## config.mk

```make
export PLATFORM = sky130hd
export DESIGN_NAME = rrceh_corners
export DESIGN_NICKNAME = d
export VERILOG_FILES = /design/src/rtl/core/rotated_rect_circle_edge_hit_defines.svh /design/src/rtl/core/rrceh_pkg.sv /design/src/rtl/core/rrceh_corners.sv
export SDC_FILE = /design/constraint.sdc
export NUM_CORES = 2
export LEC_CHECK = 0
export BUFFER_PORTS_ARGS = -buffer_cell sky130_fd_sc_hd__buf_2
export CAP_MARGIN = 20
export CORE_MARGIN = 1.5
export CORE_UTILIZATION = 37
export DETAILED_ROUTE_END_ITERATION = 10
export HOLD_SLACK_MARGIN = 0.03
export MAX_ROUTING_LAYER = met4
export PLACE_DENSITY = 0.62
export SYNTH_ARGS = -nofsm -noshare
export SYNTH_HDL_FRONTEND = slang
export SYNTH_SLANG_ARGS = --single-unit
```

## constraint.sdc

```tcl
create_clock -name clk -period 11.5 [get_ports clk]
set_input_delay 1.15 -clock clk [delete_from_list [all_inputs] [get_ports clk]]
set_output_delay 1.15 -clock clk [all_outputs]
set_load 0.03 [all_outputs]
```

## src/rtl/core/rotated_rect_circle_edge_hit_defines.svh

```systemverilog
// Assertion macros used by the top-level RTL file of the block.
`ifndef ROTATED_RECT_CIRCLE_EDGE_HIT_DEFINES_SVH
`define ROTATED_RECT_CIRCLE_EDGE_HIT_DEFINES_SVH

// Same-cycle implication, disabled while reset is asserted.
`define RRCEH_ASSERT_IMP(name, clk, rst_n, pre, post) \
	name: assert property (@(posedge clk) disable iff (!rst_n) (pre) |-> (post)) \
		else $error("%m: same-cycle check failed");

// Next-cycle implication, disabled while reset is asserted.
`define RRCEH_ASSERT_NXT(name, clk, rst_n, pre, post) \
	name: assert property (@(posedge clk) disable iff (!rst_n) (pre) |=> (post)) \
		else $error("%m: next-cycle check failed");

`endif

```

## src/rtl/core/rrceh_pkg.sv

```systemverilog
package rrceh_pkg;

	localparam int COORD_WIDTH        = 16;
	localparam int TRIG_FRACTION_BITS = 14;

	// Field and datapath widths
	localparam int SIZE_W  = COORD_WIDTH - 1;
	localparam int ANGLE_W = 9;
	localparam int RES_W   = 7;
	localparam int TRIG_W  = TRIG_FRACTION_BITS + 2;
	localparam int PROD_W  = SIZE_W + 1 + TRIG_W;
	localparam int SUMK_W  = PROD_W + 2;
	localparam int PNT_W   = COORD_WIDTH + 2;
	localparam int R2_W    = 2 * COORD_WIDTH;
	localparam int DIF_W   = PNT_W + 1;
	localparam int MUL_W   = 2 * DIF_W;
	localparam int SUM_W   = MUL_W + 1;
	localparam int MAG_W   = SUM_W - 1;

	// Pipeline depth from input register to result register
	localparam int PIPE_DEPTH = 10;

	// Angle constants in degrees
	localparam logic [ANGLE_W-1:0] ANG_FULL  = ANGLE_W'(360);
	localparam logic [ANGLE_W-1:0] ANG_HALF  = ANGLE_W'(180);
	localparam logic [ANGLE_W-1:0] ANG_3QTR  = ANGLE_W'(270);
	localparam logic [ANGLE_W-1:0] ANG_QTR   = ANGLE_W'(90);
	localparam int                 QUARTER   = 90;

	// Series setup for the sine table
	localparam logic [63:0] PI_Q30       = 64'hC90FDAA2;
	localparam longint      ONE_Q30      = longint'(1) << 30;
	localparam int          SERIES_TERMS = 8;

	typedef logic [TRIG_W-1:0] sin_tab_t [0:QUARTER];

	typedef struct packed {
		logic signed [PNT_W-1:0] x;
		logic signed [PNT_W-1:0] y;
	} point_t;

	// sin(k deg) for k = 0..90, Taylor series in Q30, rounded to trig format
	function automatic sin_tab_t sin_table_init();
		sin_tab_t    tab;
		logic [63:0] x;
		logic [63:0] x2;
		logic [63:0] term;
		logic [63:0] v;
		longint      acc;
		for (int k = 0; k <= QUARTER; k++) begin
			x    = (64'(k) * PI_Q30 + 64'd90) / 64'd180;
			x2   = (x * x) >> 30;
			term = x;
			acc  = longint'(x);
			for (int n = 1; n <= SERIES_TERMS; n++) begin
				term = ((term * x2) >> 30) / 64'((2 * n) * (2 * n + 1));
				if (n[0]) begin
					acc = acc - longint'(term);
				end else begin
					acc = acc + longint'(term);
				end
			end
			if (acc < 0) begin
				acc = 0;
			end
			if (acc > ONE_Q30) begin
				acc = ONE_Q30;
			end
			v = 64'(acc);
			v = (v + (64'd1 << (29 - TRIG_FRACTION_BITS))) >> (30 - TRIG_FRACTION_BITS);
			tab[k] = TRIG_W'(v);
		end
		return tab;
	endfunction

	localparam sin_tab_t SIN_TABLE = sin_table_init();

endpackage

```

## src/rtl/core/rrceh_corners.sv

```systemverilog
module rrceh_corners (
	input  logic                              clk,
	input  logic                              en,
	input  logic        [rrceh_pkg::SIZE_W-1:0] w_s2,
	input  logic        [rrceh_pkg::SIZE_W-1:0] h_s2,
	input  logic signed [rrceh_pkg::TRIG_W-1:0] sin_s2,
	input  logic signed [rrceh_pkg::TRIG_W-1:0] cos_s2,
	input  rrceh_pkg::point_t                   pc_s2,
	input  logic        [rrceh_pkg::R2_W-1:0]   r2_s2,
	output rrceh_pkg::point_t                   corner_s4 [4],
	output rrceh_pkg::point_t                   pc_s4,
	output logic        [rrceh_pkg::R2_W-1:0]   r2_s4
);
	import rrceh_pkg::*;

	localparam logic signed [SUMK_W-1:0] RND_HALF = SUMK_W'(1) <<< (TRIG_FRACTION_BITS - 1);

	logic signed [PROD_W-1:0] wc_s3;
	logic signed [PROD_W-1:0] ws_s3;
	logic signed [PROD_W-1:0] hc_s3;
	logic signed [PROD_W-1:0] hs_s3;
	point_t                   pc_s3;
	logic [R2_W-1:0]          r2_s3;
	logic signed [SUMK_W-1:0] wc;
	logic signed [SUMK_W-1:0] ws;
	logic signed [SUMK_W-1:0] hc;
	logic signed [SUMK_W-1:0] hs;

	// Round to nearest half unit, ties toward positive infinity
	function automatic logic signed [PNT_W-1:0] rnd_corner(input logic signed [SUMK_W-1:0] v);
		logic signed [SUMK_W-1:0] t;
		t = (v + RND_HALF) >>> TRIG_FRACTION_BITS;
		return t[PNT_W-1:0];
	endfunction

	// Stage 3: size by trig products
	always_ff @(posedge clk) begin
		if (en) begin
			wc_s3 <= $signed({1'b0, w_s2}) * cos_s2;
			ws_s3 <= $signed({1'b0, w_s2}) * sin_s2;
			hc_s3 <= $signed({1'b0, h_s2}) * cos_s2;
			hs_s3 <= $signed({1'b0, h_s2}) * sin_s2;
			pc_s3 <= pc_s2;
			r2_s3 <= r2_s2;
		end
	end

	assign wc = SUMK_W'(wc_s3);
	assign ws = SUMK_W'(ws_s3);
	assign hc = SUMK_W'(hc_s3);
	assign hs = SUMK_W'(hs_s3);

	// Stage 4: rotated corners, in order (-w,-h) (w,-h) (w,h) (-w,h)
	always_ff @(posedge clk) begin
		if (en) begin
			corner_s4[0].x <= rnd_corner(-wc + hs);
			corner_s4[0].y <= rnd_corner(-ws - hc);
			corner_s4[1].x <= rnd_corner(wc + hs);
			corner_s4[1].y <= rnd_corner(ws - hc);
			corner_s4[2].x <= rnd_corner(wc - hs);
			corner_s4[2].y <= rnd_corner(ws + hc);
			corner_s4[3].x <= rnd_corner(-wc - hs);
			corner_s4[3].y <= rnd_corner(-ws + hc);
			pc_s4          <= pc_s3;
			r2_s4          <= r2_s3;
		end
	end

endmodule

```

# After elaboration in Yosys (flattened, before gate mapping)
# Index checks and enable logic that the tools add are counted.
[totals]
in_bits = 132
elab_cells = 40
out_inout_bits = 212
regBits = 408
[classes]
n_mul = 4
addsub = 18
[op_table]
columns = ["op", "n"]
rows = [
  ["$add A32 B15 Y32 const B", 8],
  ["$add A32 B32 Y32", 4],
  ["$mul A16 B16 Y32", 4],
  ["$sub A32 B32 Y32", 4],
  ["$neg A32 Y32", 2],
]

# Logic depth before layout (Yosys ltp)
[depth]
depth_word = 3
ltp_mapped = 24

# Worst setup path after synthesis
# No wires, ideal clock.
[synth_timing]
path_type = "input port to flip-flop"
startpoint = "in sin_s2[1] (netlist name)"
endpoint = "reg ws_s3[31] (data pin)"
cell_stages = 22
setup_slack_ps = 4530
n_path_buf = 1
setup_ps = 269
t_required_ps = 11231
arrival_time_ps = 6701
path_cell_list = "clkbuf_1 > nand2_1 > fa_1 > fa_1 > fa_1 > inv_1 > fa_1 > fa_1 > inv_1 > fa_1 > inv_1 > ha_1 > a21o_1 > a21oi_1 > nor2b_1 > a311oi_1 > o2111ai_1 > a31oi_1 > o21a_1 > o21ai_2 > a2111oi_0 > nor3_1"
[synth_between]
elab_chain_cells = 1
[synth_lines]
columns = ["item", "line", "rtl"]
rows = [
  ["start: declaration", "rrceh_corners.sv:6", "input logic signed [rrceh_pkg::TRIG_W-1:0] sin_s2,"],
  ["$mul A16 B16 Y32", "rrceh_corners.sv:40", "ws_s3 <= $signed({1'b0, w_s2}) * sin_s2;"],
  ["end signal: assignment", "rrceh_corners.sv:40", ""],
  ["end: declaration", "rrceh_corners.sv:19", "logic signed [PROD_W-1:0] ws_s3;"],
]
# Every way passes these cells.
# A chain may end at the register's enable or synchronous reset.

# Final worst setup path
# Ends and elaborated chain as after synthesis.

==> reports/metrics.sh <==
GRT_MAX_DEGREE=82
DESIGN.DIE.AREA_UM2=160600
DIE_X_UM=400.7
DRT_ITER0_MARKERS=2546
HOLD_VIOLATIONS=0
PORT_BUFFERS=343
CTS-RESIZED-GATES=0
FINAL.SETUP_SKEW_NS=0.02494
CLOCK_TREE_FROM_TRITONCTS='built'
PATH_CLK_SLEW_NS=0.06
YOSYS_WARNINGS=0
FIRSTDRTPASSITERS=6
SYNTH_TOP_CELLS_BY_AREA='sky130_fd_sc_hd__fa_1 (25%), sky130_fd_sc_hd__ha_1 (21%), sky130_fd_sc_hd__edfxtp_1 (21%)'
PART_OF_THE_YOSYS_AREA_USED_FOR_SEQUENTIAL_ELEMENTS_PCT=20.93
REGISTER_AREA_UM2=12250
CRIT-REG2REG-CAPTURE='corner_s4[125]'
GLOBAL_ROUTE.USAGE.TOTAL_PCT=19.23
POST-ROUTE-PERIOD-UTIL_PCT=63.21
MULTI_INPUT_COMB_AREA_UM2=41220
CTSHTREEMAXLEVEL=2
SYNTHCELLS=5904
CLOCK.FMAX_MHz=137.6
TIMING.FINAL.CRIT_PERIOD_NS=7.269
TIMING.MAX_SLEW.REL_SLACK_PCT=35.84
FLOW.AREA_GROWTH_FROM_SYNTHESIS_PCT=9.166
RR_WORST_DEPTH=17
HOLDCRITPATHCLASS='flip-flop to flip-flop'
POST-ROUTE-UTIL_PCT=40.81
POST_CTS.REPAIR.SETUP_BUFFERS=0
WORSTPATHCELLLIST='buf_2 > nand2_1 > fa_1 > fa_1 > fa_1 > inv_1 > fa_1 > fa_1 > inv_1 > fa_1 > inv_1 > ha_1 > a21o_1 > a21oi_1 > nor2b_1 > a311oi_1 > o2111ai_1 > a31oi_1 > o21a_1 > o21ai_2 > a2111oi_0 > nor3_1'
CRITPATHCAPTURE='ws_s3[31]'
PATH_MAX_FANOUT=30
FINAL_LAYOUT_SIZE_SUFFIX_GT1_SHARE_PCT=7.702
SETUP-TNS-FINAL_NS=0
POSTSYNTH.TOPFLOPCELL='sky130_fd_sc_hd__edfxtp_1'
ROUTE.VIAS.TOTAL=41420
GLOBAL_ROUTE.OVERFLOW_TOTAL=0
SYN-MEAN-INSTANCE-AREA_UM2=9.914
REG2REG_SLACK_NS=6.21
WL_MM=148.5
POST-SYNTH-TOP-AREA-CELL='sky130_fd_sc_hd__fa_1'
GRT_PASS1_WL_MM=238.4
WORST-ENDPOINT-ARRIVAL_NS=7.65
NUMBER_OF_ENABLE_TYPE_REGISTER_CELLS_IN_THE_SYNTHESIZED_NETLIST=408
DIE_H_UM=400.7
ANTENNA_LEFT=0
POST-DP-HPWL_MM=116.4
MAX_CAP_VIOL_COUNT=0
REQUIRED_NS=11.88
NUMCTSBUFFERS=49
REPORT.FINAL.SLEW_VIOL_COUNT=0
NUM_IO_PINS=344
GRT_SETUP_UNREPAIRED='no'
INSERTION_DELAY_NS=0.64
POSTSYNTH.ASYNCRESETSHARE_PCT=0
CORE.ROWCOUNT=145
WORSTSETUPENDPOINTTYPE='flip-flop'
GPL.FINAL_WEIGHTED_CONGESTION=0.8957
NETLIST_TOP_CELLS_COUNT='sky130_fd_sc_hd__inv_1 (1,156), sky130_fd_sc_hd__ha_1 (987), sky130_fd_sc_hd__fa_1 (720)'
SYNTH_LARGEST_TYPE_AREA_FRACTION_PCT=24.63
CTS.HOLD.BUFFERS_ADDED=0
CRITPATHLAUNCH='sin_s2[1]'
DOMINANT_CELL_TYPE_BY_COUNT_ON_THE_CRITICAL_PATH='sky130_fd_sc_hd__fa_1'
AVGROUTEDWIREPERCELL_UM=18.04
VIAS_PER_CELL=5.031
SYNTH.DISTINCT_CELLS=90
CRIT_TYPE='input port to flip-flop'
WORST_PATH_LARGEST_CELL_DELAY_NS=0.60
STATUS='finished, final reports clean'
CTS.SINKS=408
POST_SYNTH_INSTANCE_AREA_UM2=58530
FINAL-SETUP-VIOL-COUNT=0
LAYOUT.NETS=7966
CTS_ROOT_BUF='sky130_fd_sc_hd__clkbuf_16'
SETUP.WORST_PATH.START_CLASS='input port'
SYNTH_MOST_COMMON_CELL='sky130_fd_sc_hd__inv_1'
YS_SEQ_ELEMENTS=408
DRC_ERRORS=0
GRT_PASS1_VIAS=43780
START_UTIL_PCT=37.38
FINAL.FILL_COUNT=15340
TIMING.CRITICAL_PATH.SLOWEST_STAGE_CELL='sky130_fd_sc_hd__buf_2'
TIGHTESTPINTRANSITION_NS=0.9623
CLOCK_TREE.BUFFER_DEPTH=3
GRT_ANTENNA_BEFORE_REPAIR=25
TIMING.HOLD.WORST_PATH_DEPTH=0
WORSTREG2REGSTART='ws_s3[2]'
SYNTHESIS.NETS=7743
CORE_UM2=156600
stage by stage:
| step | hold slack, ns | setup slack, ns | cells | instance area (µm²) |
|---|---|---|---|---|
| floorplan | 0.4003 | 4.530 | 5904 | 58530 |
| global placement | 0.4002 | 3.569 | 8134 | 62250 |
| detailed placement | 0.4045 | 3.603 | 8134 | 62250 |
| CTS | 0.4155 | 4.294 | 8225 | 63880 |
| global route | 0.4213 | 3.760 | 8231 | 63890 |
| finish | 0.4160 | 4.231 | 8233 | 63900 |
cell usage in the layout, fill, tap and decap left out, drive strengths merged, types with 55 or more instances in the layout:
master / n
a21o: 107
a21oi: 202
and2: 449
buf: 362
clkbuf: 56
edfxtp: 408
fa: 720
ha: 987
inv: 1164
nand2: 561
nand2b: 55
nor2: 168
nor2b: 79
o21ai: 108
xnor2: 202
xor2: 98
cell type report:
class,instances,area share (%)
diodes,8,0.03133
clock buffers,56,1.993
inverters,1156,6.791
repair buffers,362,2.926
flip-flops and latches,408,19.17
well taps,2058,4.030
multi-input cells,4150,64.51
clock inverters,35,0.5463
registers in the layout, indices dropped and copies added, names as in the netlist:
name,cells
corner_s4,144
pc_s3,36
pc_s4,36
hc_s3,32
hs_s3,32
r2_s3,32
r2_s4,32
wc_s3,32
ws_s3,32
how the worst min path moves through the flow:
stage                    from         to  slack [ns]
floorplan            pc_s3[0]   pc_s4[0]        0.40
global placement     r2_s3[0]   r2_s4[0]        0.40
detailed placement   pc_s3[8]   pc_s4[8]        0.40
CTS                 pc_s3[25]  pc_s4[25]        0.42
global route        r2_s3[22]  r2_s4[22]        0.42
finish              pc_s3[24]  pc_s4[24]        0.42
critical path, delay by kind of cell:
family                     cells  cell delay [ns]
AOI/OAI and AO/OA              8             1.98
adders and majority gates      7             3.38
and+or+nand+nor                3             0.34
buffers and inverters          4             0.74
metal layers:
metal / wire [µm] / vias up / track usage, %
met5: 0 / - / -
met4: 3101 / 0 / 4.232
met3: 9429 / 196 / 2.445
met2: 71010 / 1171 / 31.63
met1: 64940 / 20750 / 25.29
li1: - / 19300 / -
logic make-up (layout without fill, tap and decap cells):
| kind of cell | after synthesis | after routing | share of synthesized area, % |
|---|---|---|---|
| buffers and inverters | 1346 | 1609 | 8.647 |
| flip-flops | 408 | 408 | 20.93 |
| other | 0 | 8 | 0 |
| AND/OR/NAND/NOR | 1528 | 1528 | 13.32 |
| XOR/XNOR | 300 | 300 | 4.489 |
| multiplexers | 2 | 2 | 0.03420 |
| AO/OA/AOI/OAI | 613 | 613 | 6.855 |
| adder cells (fa/ha/maj) | 1707 | 1707 | 45.72 |
Power is left out: the tool's default activity adds up to more than one toggle a clock period on the data nets, which glitch-free logic cannot reach.
