File: src/rtl/core/rotated_rect_circle_edge_hit_defines.svh
// Assertion macros used by the top-level RTL file of the block.
`ifndef ROTATED_RECT_CIRCLE_EDGE_HIT_DEFINES_SVH
`define ROTATED_RECT_CIRCLE_EDGE_HIT_DEFINES_SVH

// Same-cycle implication, disabled while reset is asserted.
`define RRCEH_ASSERT_IMP(name, clk, rst_n, pre, post) \
	name: assert property (@(posedge clk) disable iff (!rst_n) (pre) |-> (post)) \
		else $error("%m: same-cycle check failed");

// Next-cycle implication, disabled while reset is asserted.
`define RRCEH_ASSERT_NXT(name, clk, rst_n, pre, post) \
	name: assert property (@(posedge clk) disable iff (!rst_n) (pre) |=> (post)) \
		else $error("%m: next-cycle check failed");

`endif

File: src/rtl/core/rrceh_pkg.sv
package rrceh_pkg;

	localparam int COORD_WIDTH        = 16;
	localparam int TRIG_FRACTION_BITS = 14;

	// Field and datapath widths
	localparam int SIZE_W  = COORD_WIDTH - 1;
	localparam int ANGLE_W = 9;
	localparam int RES_W   = 7;
	localparam int TRIG_W  = TRIG_FRACTION_BITS + 2;
	localparam int PROD_W  = SIZE_W + 1 + TRIG_W;
	localparam int SUMK_W  = PROD_W + 2;
	localparam int PNT_W   = COORD_WIDTH + 2;
	localparam int R2_W    = 2 * COORD_WIDTH;
	localparam int DIF_W   = PNT_W + 1;
	localparam int MUL_W   = 2 * DIF_W;
	localparam int SUM_W   = MUL_W + 1;
	localparam int MAG_W   = SUM_W - 1;

	// Pipeline depth from input register to result register
	localparam int PIPE_DEPTH = 10;

	// Angle constants in degrees
	localparam logic [ANGLE_W-1:0] ANG_FULL  = ANGLE_W'(360);
	localparam logic [ANGLE_W-1:0] ANG_HALF  = ANGLE_W'(180);
	localparam logic [ANGLE_W-1:0] ANG_3QTR  = ANGLE_W'(270);
	localparam logic [ANGLE_W-1:0] ANG_QTR   = ANGLE_W'(90);
	localparam int                 QUARTER   = 90;

	// Series setup for the sine table
	localparam logic [63:0] PI_Q30       = 64'hC90FDAA2;
	localparam longint      ONE_Q30      = longint'(1) << 30;
	localparam int          SERIES_TERMS = 8;

	typedef logic [TRIG_W-1:0] sin_tab_t [0:QUARTER];

	typedef struct packed {
		logic signed [PNT_W-1:0] x;
		logic signed [PNT_W-1:0] y;
	} point_t;

	// sin(k deg) for k = 0..90, Taylor series in Q30, rounded to trig format
	function automatic sin_tab_t sin_table_init();
		sin_tab_t    tab;
		logic [63:0] x;
		logic [63:0] x2;
		logic [63:0] term;
		logic [63:0] v;
		longint      acc;
		for (int k = 0; k <= QUARTER; k++) begin
			x    = (64'(k) * PI_Q30 + 64'd90) / 64'd180;
			x2   = (x * x) >> 30;
			term = x;
			acc  = longint'(x);
			for (int n = 1; n <= SERIES_TERMS; n++) begin
				term = ((term * x2) >> 30) / 64'((2 * n) * (2 * n + 1));
				if (n[0]) begin
					acc = acc - longint'(term);
				end else begin
					acc = acc + longint'(term);
				end
			end
			if (acc < 0) begin
				acc = 0;
			end
			if (acc > ONE_Q30) begin
				acc = ONE_Q30;
			end
			v = 64'(acc);
			v = (v + (64'd1 << (29 - TRIG_FRACTION_BITS))) >> (30 - TRIG_FRACTION_BITS);
			tab[k] = TRIG_W'(v);
		end
		return tab;
	endfunction

	localparam sin_tab_t SIN_TABLE = sin_table_init();

endpackage

File: src/rtl/core/rrceh_trig.sv
module rrceh_trig (
	input  logic                                   clk,
	input  logic                                   en,
	input  logic signed [rrceh_pkg::COORD_WIDTH-1:0] box_center_x,
	input  logic signed [rrceh_pkg::COORD_WIDTH-1:0] box_center_y,
	input  logic        [rrceh_pkg::SIZE_W-1:0]      box_width,
	input  logic        [rrceh_pkg::SIZE_W-1:0]      box_height,
	input  logic        [rrceh_pkg::ANGLE_W-1:0]     box_angle_deg,
	input  logic signed [rrceh_pkg::COORD_WIDTH-1:0] circle_x,
	input  logic signed [rrceh_pkg::COORD_WIDTH-1:0] circle_y,
	input  logic        [rrceh_pkg::SIZE_W-1:0]      circle_radius,
	output logic        [rrceh_pkg::SIZE_W-1:0]      w_s2,
	output logic        [rrceh_pkg::SIZE_W-1:0]      h_s2,
	output logic signed [rrceh_pkg::TRIG_W-1:0]      sin_s2,
	output logic signed [rrceh_pkg::TRIG_W-1:0]      cos_s2,
	output rrceh_pkg::point_t                        pc_s2,
	output logic        [rrceh_pkg::R2_W-1:0]        r2_s2
);
	import rrceh_pkg::*;

	localparam logic [1:0] QUAD_0 = 2'd0;
	localparam logic [1:0] QUAD_1 = 2'd1;
	localparam logic [1:0] QUAD_2 = 2'd2;
	localparam logic [1:0] QUAD_3 = 2'd3;

	logic [ANGLE_W-1:0]     ang_red;
	logic [1:0]             quad;
	logic [RES_W-1:0]       resid;
	logic [1:0]             quad_s1;
	logic [RES_W-1:0]       resid_s1;
	logic [SIZE_W-1:0]      w_s1;
	logic [SIZE_W-1:0]      h_s1;
	point_t                 pc_s1;
	logic [COORD_WIDTH-1:0] rad2_s1;
	logic [RES_W-1:0]       comp_idx;
	logic signed [TRIG_W-1:0] s_lo;
	logic signed [TRIG_W-1:0] s_hi;
	logic signed [TRIG_W-1:0] sin_v;
	logic signed [TRIG_W-1:0] cos_v;

	// Reduce angle to quadrant and residual
	always_comb begin
		ang_red = (box_angle_deg >= ANG_FULL) ? box_angle_deg - ANG_FULL : box_angle_deg;
		if (ang_red >= ANG_3QTR) begin
			quad  = QUAD_3;
			resid = RES_W'(ang_red - ANG_3QTR);
		end else if (ang_red >= ANG_HALF) begin
			quad  = QUAD_2;
			resid = RES_W'(ang_red - ANG_HALF);
		end else if (ang_red >= ANG_QTR) begin
			quad  = QUAD_1;
			resid = RES_W'(ang_red - ANG_QTR);
		end else begin
			quad  = QUAD_0;
			resid = RES_W'(ang_red);
		end
	end

	// Stage 1: request capture, circle center and radius in half units
	always_ff @(posedge clk) begin
		if (en) begin
			quad_s1  <= quad;
			resid_s1 <= resid;
			w_s1     <= box_width;
			h_s1     <= box_height;
			pc_s1.x  <= (PNT_W'(circle_x) - PNT_W'(box_center_x)) <<< 1;
			pc_s1.y  <= (PNT_W'(circle_y) - PNT_W'(box_center_y)) <<< 1;
			rad2_s1  <= {circle_radius, 1'b0};
		end
	end

	// Table lookup with quadrant symmetry
	always_comb begin
		comp_idx = RES_W'(QUARTER) - resid_s1;
		s_lo     = $signed(SIN_TABLE[resid_s1]);
		s_hi     = $signed(SIN_TABLE[comp_idx]);
		unique case (quad_s1)
			QUAD_0: begin sin_v = s_lo;  cos_v = s_hi;  end
			QUAD_1: begin sin_v = s_hi;  cos_v = -s_lo; end
			QUAD_2: begin sin_v = -s_lo; cos_v = -s_hi; end
			QUAD_3: begin sin_v = -s_hi; cos_v = s_lo;  end
			default: begin sin_v = s_lo; cos_v = s_hi;  end
		endcase
	end

	// Stage 2: trig values and squared radius
	always_ff @(posedge clk) begin
		if (en) begin
			sin_s2 <= sin_v;
			cos_s2 <= cos_v;
			w_s2   <= w_s1;
			h_s2   <= h_s1;
			pc_s2  <= pc_s1;
			r2_s2  <= R2_W'(rad2_s1) * R2_W'(rad2_s1);
		end
	end

endmodule

File: config.mk
export PLATFORM = sky130hd
export DESIGN_NAME = rrceh_trig
export DESIGN_NICKNAME = d
export VERILOG_FILES = /design/src/rtl/core/rotated_rect_circle_edge_hit_defines.svh /design/src/rtl/core/rrceh_pkg.sv /design/src/rtl/core/rrceh_trig.sv
export SDC_FILE = /design/constraint.sdc
export NUM_CORES = 1
export LEC_CHECK = 0
export ABC_CLOCK_PERIOD_IN_PS = 5900
export BUFFER_PORTS_ARGS = -buffer_cell sky130_fd_sc_hd__buf_2
export CORE_ASPECT_RATIO = 1.1
export CORE_MARGIN = 3
export CORE_UTILIZATION = 35
export DETAILED_ROUTE_END_ITERATION = 6
export GPL_ROUTABILITY_DRIVEN = 1
export PLACE_DENSITY = 0.64
export SYNTH_ARGS = -nofsm -noshare
export SYNTH_HDL_FRONTEND = slang
export SYNTH_SLANG_ARGS = --single-unit
File: constraint.sdc
create_clock -name clk -period 5.9 [get_ports clk]
set_clock_uncertainty 0.2 [all_clocks]
set_input_delay 0.885 -clock clk [delete_from_list [all_inputs] [get_ports clk]]
set_output_delay 0.885 -clock clk [all_outputs]
set_load 0.01 [all_outputs]
Word-level counts from Yosys, hierarchy flattened
Memory sizes are Yosys's and may differ from the RTL's. Index checks and enable logic that the tools add are counted.

Flip-flop bits (word level): 214. Latch bits: 0. Memory bits (writable): 0. ROM bits: 4096. Input bits: 120. Output and inout bits: 130. Word-level logic and storage cells: 52. Memories: 2.

Memory list: (name not given) (depth 128, width 16, rd ports 1, clocked after Yosys merged registers in 0, wr ports 0, line rrceh_trig.sv:76) `s_hi = $signed(SIN_TABLE[comp_idx]);`; (name not given) (depth 128, width 16, rd ports 1, clocked after Yosys merged registers in 0, wr ports 0, line rrceh_trig.sv:75) `s_lo = $signed(SIN_TABLE[resid_s1]);`.

$add $sub $neg: 9. Multipliers: 1. Divide/modulo/power cells: 0. Order comparisons: 6. Equal/unequal tests: 3. Shift operators: 0. Muxes and demuxes: 12. Bitwise gates (word level): 2. Reduce and logical (&&, ||, !) cells: 2.

Operator list (number): $pmux 16 s4 (2); $mux 16 (4); $sub 16x16->17 (2); $neg 16->16 (2); $mul 15x15->30 (1); $mux 7 (3); $ge 9x9->1 const B (2); $ge 8x8->1 const B (2); $not 7->8 (2); $ge 9x7->1 const B (1); $ge 9x8->1 const B (1); $mux 9 (1); $sub 9x9->9 const B (1); $sub 7x4->7 const B (1); $sub 7x6->7 const B (1); $sub 7x7->7 const A (1); $sub 7x7->7 const B (1); $eq 2x2->1 const B (2); $eq 2x1->1 const B (1); $logic_not 2->1 (1); $mux 1 (2); $reduce_or 2->1 (1).

Longest topological paths before layout
Word-level depth: 7. Gate-level depth with buffers: 26. Gate-level depth less buffers: 25.

Least setup slack after synthesis
Ideal clock, no wire load.

Path type: flip-flop to flip-flop. Start: register rad2_s1[13]. End: register r2_s2[30] in the netlist's numbering (data pin). Setup time: 258 ps. Arrival: 6060 ps. Data required time: 5442 ps. Setup slack: -618 ps. Stages on the path, launching flop included: 24. Buffers on the path: 1. Cell sequence: edfxtp_1 clkbuf_1 and2_1 fa_1 inv_1 fa_1 inv_1 fa_1 fa_1 fa_1 inv_1 fa_1 inv_1 ha_1 a22oi_1 nand2_1 or2_2 o221a_2 nand2_1 nor2_1 o41a_1 a211o_1 a21oi_1 xnor2_1.

Cells in the longest elaborated chain, start to end: 1.

RTL lines: start: declaration (line rrceh_trig.sv:34) `logic [COORD_WIDTH-1:0] rad2_s1;`; start signal: assignment (line rrceh_trig.sv:68) `rad2_s1 <= {circle_radius, 1'b0};`; $mul 15x15->30 (line rrceh_trig.sv:94) `r2_s2 <= R2_W'(rad2_s1) * R2_W'(rad2_s1);`; end signal: assignment (line rrceh_trig.sv:94); end: declaration (line rrceh_trig.sv:17) `output logic [rrceh_pkg::R2_W-1:0] r2_s2`.

Every way passes these cells. A chain may end at the register's enable or synchronous reset.

Worst setup path in the final report
Start: register rad2_s1[6]. End: register r2_s2[30] in the netlist's numbering (data pin).

The elaborated chain is that of the path after synthesis.

==> key figures <==
Yosys
  • Main combinational cell family by area after synthesis: adder cells
  • Flops & latches, synth: 213
  • Most used DFF post-synth: edfxtp_1
  • Post-Synthesis Cells: 2,092
  • Syn avg cell area: 9.686 um2
  • Post-synth cell types: 101
  • Post-synthesis compound-gate area fraction: 0.1701
  • Number of synthesized flops with an enable pin: 213
  • Area share of xor/xnor cells in the synthesized design: 0.03600
  • Synthesized cell area: 20,260 um2
  • Post-Synth Simple-Gate Area: 0.1469
  • Adder-cell area share of the yosys netlist: 0.2325
  • Synth Warn #: 0
  • Mux share of post-synthesis cell area: 0.02204
  • Seq/Total Area, Yosys: 0.3157
  • Synth async-reset ratio: 0

Status
  • Violated checks: DRC, setup timing
  • Outcome: finished, violations left

Drt
  • DRC: 2
  • DR WL/cell: 19.17 um
  • DRT iter0 DRCs: 1,714
  • Via count: 17,483
  • Routed vias/inst: 5.414
  • Routed WL: 61.91 mm
  • Detailed-router iteration count before antenna repair: 7
  • DRT antenna net count: 0

STA
  • Final Hold Viols: 0
  • Slew margin rel.: 0.2482
  • Crit path time final: 6389 ps
  • Final Cycle Share: 1.083
  • RSZ-0062 raised after global routing: yes
  • Setup TNS: -2124 ps
  • Slew Viols, Final: 0
  • Worst-margin pin slew: 1127 ps
  • Final setup viols: 7
  • Fmax: 156.5 MHz
  • Final WS setup: -488.9 ps

Place
  • Gpl congestion: 0.9346
  • Setup WS pre-CTS: -553.3 ps
  • Cells after DPL: 3,154
  • PortBufs: 244
  • Detail Placement HPWL: 47.67 mm

Power and ir drop
  • Comb power frac: 0.742
  • Int Pwr: 9.093 mW
  • Clk pwr share: 0.105
  • Max rail drop VDD: 0.8020 mV
  • Share of power burned in registers: 0.154
  • Sw Share: 0.4347
  • Power Density: 650.0 nW/um2
  • Leak: 11.07 nW
  • Total Power: 16.09 mW
  • Switching pwr: 6.992 mW

Cells and area
  • Area growth from synthesis to layout: 22.13%
  • Layout cell share with drive strength beyond 1: 0.2510
  • Finished Layout Cells: 3,229
  • Util after Layout: 0.4364
  • NumNets Final: 2,876

Global route
  • Vias in the first global route: 17,766
  • Antenna violations before repair: 6
  • First-pass GRT wire length: 97.37 mm
  • GRT Resource Usage Total: 0.1975
  • Grt ovf: 0
  • Largest net degree at the start of global routing: 118

Clocking
  • Worst-path clk slew: 60 ps
  • CTS tree: built
  • Num CTS Buffers: 26
  • CTS H-tree depth: 1
  • Num Clock Sinks: 213
  • Clk_lat worst skew: 580 ps
  • Clock Path Buffers: 3
  • Root buffer cell: clkbuf_16
  • Hold buffer count at cts: 0

Critical path
  • R2r startpoint: rad2_s1[6]$_DFFE_PP_
  • Arrival @ worst endpoint: 6490 ps
  • WS Path Type: flip-flop to flip-flop
  • Setup slack, reg-to-reg: -490 ps
  • Worst EP required: 6000 ps
  • Crit path cell chain: buf_4, nand2_2, fa_1, fa_1, inv_1, fa_1, fa_1, fa_1, fa_1, ha_4, o21a_1, o21a_1, o21a_1, o221a_4, nand2_2, nor2_2, o41a_1, a211o_1, a21oi_2, xnor2_1
  • Element type at the critical path end: flip-flop
  • Highest cell delay on the worst timing path: 610 ps
  • CP delay by family, top: adder cells
  • CP max-delay cell: fa_1
  • Worst Path Buf+Inv: 2
  • Critical path startpoint category: flip-flop
  • R2R cell count: 20
  • CP dominant cell by count: fa_1
  • Worst r2r dst: r2_s2[30]$_DFFE_PP_
  • Critical Path Fanout Max: 7

Worst hold path
  • Hold EP: pc_s2[21]$_DFFE_PP_
  • Hold Path Stages: 0
  • Min-delay src: pc_s1[21]$_DFFE_PP_
  • Min-Delay Path Class: flip-flop to flip-flop

Die
  • Row Count: 91
  • Die area: 60,820 um2
  • Die X: 235.4 um
  • I/O pins: 250
  • Die Y: 258.4 um
  • Core region area: 56,700 um2
  • Starting density of the core: 0.3574

Job
  • Max-Cap Viols: 0
state kept, by name, summed over array words and instances (netlist names):
register and count:
w_s1 15, rad2_s1 15, sin_s2 16, pc_s1 34, quad_s1 2, cos_s2 16
h_s1 15, w_s2 15, r2_s2 29, pc_s2 34, resid_s1 7, h_s2 15
metal layers:
metal	global-route usage	vias to the layer above	share of wire	wire [um]
met4	0.06153	6	0.032	1985
li1	-	8159	-	-
met3	0.04640	125	0.085	5281
met1	0.2616	8453	0.42	25890
met5	0	-	0.00076	47
met2	0.3215	740	0.46	28700
layout make-up:
class	count	area [um2]
multi-input cells	1502	12630
clock inverters	18	232.7
well taps	744	930.9
flip-flops and latches	213	6396
clock buffers	28	658.1
repair buffers	462	2924
diodes	3	7.507
inverters	259	972.2
fillers	5442	31950
cell usage in the layout, fill, tap and decap left out, types with 9 or more instances in the layout:
| cell | instances |
|---|---|
| and2_1 | 48 |
| mux4_2 | 10 |
| xor2_1 | 14 |
| inv_1 | 243 |
| o21a_1 | 13 |
| xnor2_1 | 61 |
| nor2b_1 | 34 |
| inv_2 | 12 |
| nand2_1 | 157 |
| a211o_1 | 11 |
| o2111ai_1 | 12 |
| nand3_1 | 44 |
| nand2_2 | 10 |
| nor3_1 | 45 |
| o22ai_1 | 12 |
| o211ai_1 | 20 |
| buf_4 | 206 |
| o31ai_1 | 22 |
| edfxtp_1 | 213 |
| o21ai_0 | 95 |
| a211oi_1 | 17 |
| buf_2 | 244 |
| or3_1 | 13 |
| a21oi_1 | 98 |
| nor2_1 | 121 |
| a221oi_1 | 12 |
| and3_1 | 20 |
| a21o_1 | 24 |
| buf_6 | 9 |
| clkbuf_16 | 26 |
| ha_1 | 143 |
| nor4_1 | 11 |
| mux2i_1 | 12 |
| a21boi_0 | 9 |
| nand2b_1 | 30 |
| fa_1 | 138 |
| a31oi_1 | 26 |
cell usage after synthesis (7+ instances only):
cell type  count  share of area
nor4_1        11         0.0034
mux4_2        10          0.011
or2_2          9         0.0028
o21a_1        13         0.0048
o31a_1         8         0.0035
o311ai_0       7         0.0030
or3_1         13         0.0040
a211o_1       11         0.0048
inv_1        253          0.047
fa_1         141           0.14
and3_1        21         0.0065
o311a_1        7         0.0035
o221ai_1       7         0.0030
clkbuf_1      67          0.012
o2111ai_1     12         0.0052
nand2b_1      30         0.0093
a221oi_1      12         0.0052
nand3_1       44          0.011
mux2i_1       12         0.0059
o22ai_1       12         0.0037
buf_4         11         0.0041
xnor2_1       62          0.027
o21ai_0      101          0.025
a21boi_0      10         0.0037
a31oi_1       27         0.0083
xor2_1        15         0.0065
nor2_1       123          0.023
nand4_1        8         0.0025
o211ai_1      20         0.0074
and2_1        54          0.017
nand2_1      167          0.031
nor3_1        45          0.011
ha_1         151          0.093
o31ai_1       22         0.0082
a21o_1        24         0.0089
a311oi_1       8         0.0035
nor2b_1       34          0.010
a211oi_1      18         0.0067
buf_2         34         0.0084
edfxtp_1     213           0.32
mux2_2         8         0.0044
a21oi_1      103          0.025
through the flow:
stage | hold WS, ps | instance area [um2]
final | 208.1 | 24750
after global routing | 224.0 | 24740
after CTS | 215.5 | 24540
after detailed placement | 204.5 | 23520
after global placement | 200.8 | 23520
after floorplan | 200.3 | 20540
cell families after synthesis:
family                   count (synthesis)
AND/OR/NAND/NOR                        594
AO/OA/AOI/OAI                          500
buffers and inverters                  381
adder cells (fa/ha/maj)                292
flip-flops                             213
XOR/XNOR                                80
multiplexers                            31
other                                    1
how the worst max path moves through the flow:
stage | startpoint | end | cells after the start
after CTS | rad2_s1[8]$_DFFE_PP_ | r2_s2[30]$_DFFE_PP_ | 19
after global routing | rad2_s1[3]$_DFFE_PP_ | r2_s2[30]$_DFFE_PP_ | 23
after global placement | rad2_s1[3]$_DFFE_PP_ | r2_s2[30]$_DFFE_PP_ | 23
after detailed placement | rad2_s1[4]$_DFFE_PP_ | r2_s2[30]$_DFFE_PP_ | 23
final | rad2_s1[6]$_DFFE_PP_ | r2_s2[30]$_DFFE_PP_ | 20
after floorplan | rad2_s1[13]$_DFFE_PP_ | r2_s2[30]$_DFFE_PP_ | 21
power by group through the flow:
| stage | sequential (mW) | clock [mW] | combinational [mW] |
|---|---|---|---|
| floorplan | 2.59 | 0 | 7.22 |
| global placement | 2.51 | 0 | 11.0 |
| detailed placement | 2.51 | 0 | 11.1 |
| CTS | 2.48 | 1.74 | 11.4 |
| global route | 2.50 | 1.80 | 13.3 |
| finish | 2.47 | 1.68 | 11.9 |
what timing repair did:
action	in CTS	in global routing
endpoints found under the setup margin	9	14
pin swaps	6	21
resized for setup	13	32
buffers inserted	11	15
cloned	0	0
No activity file was read; power rests on OpenSTA's default activity.
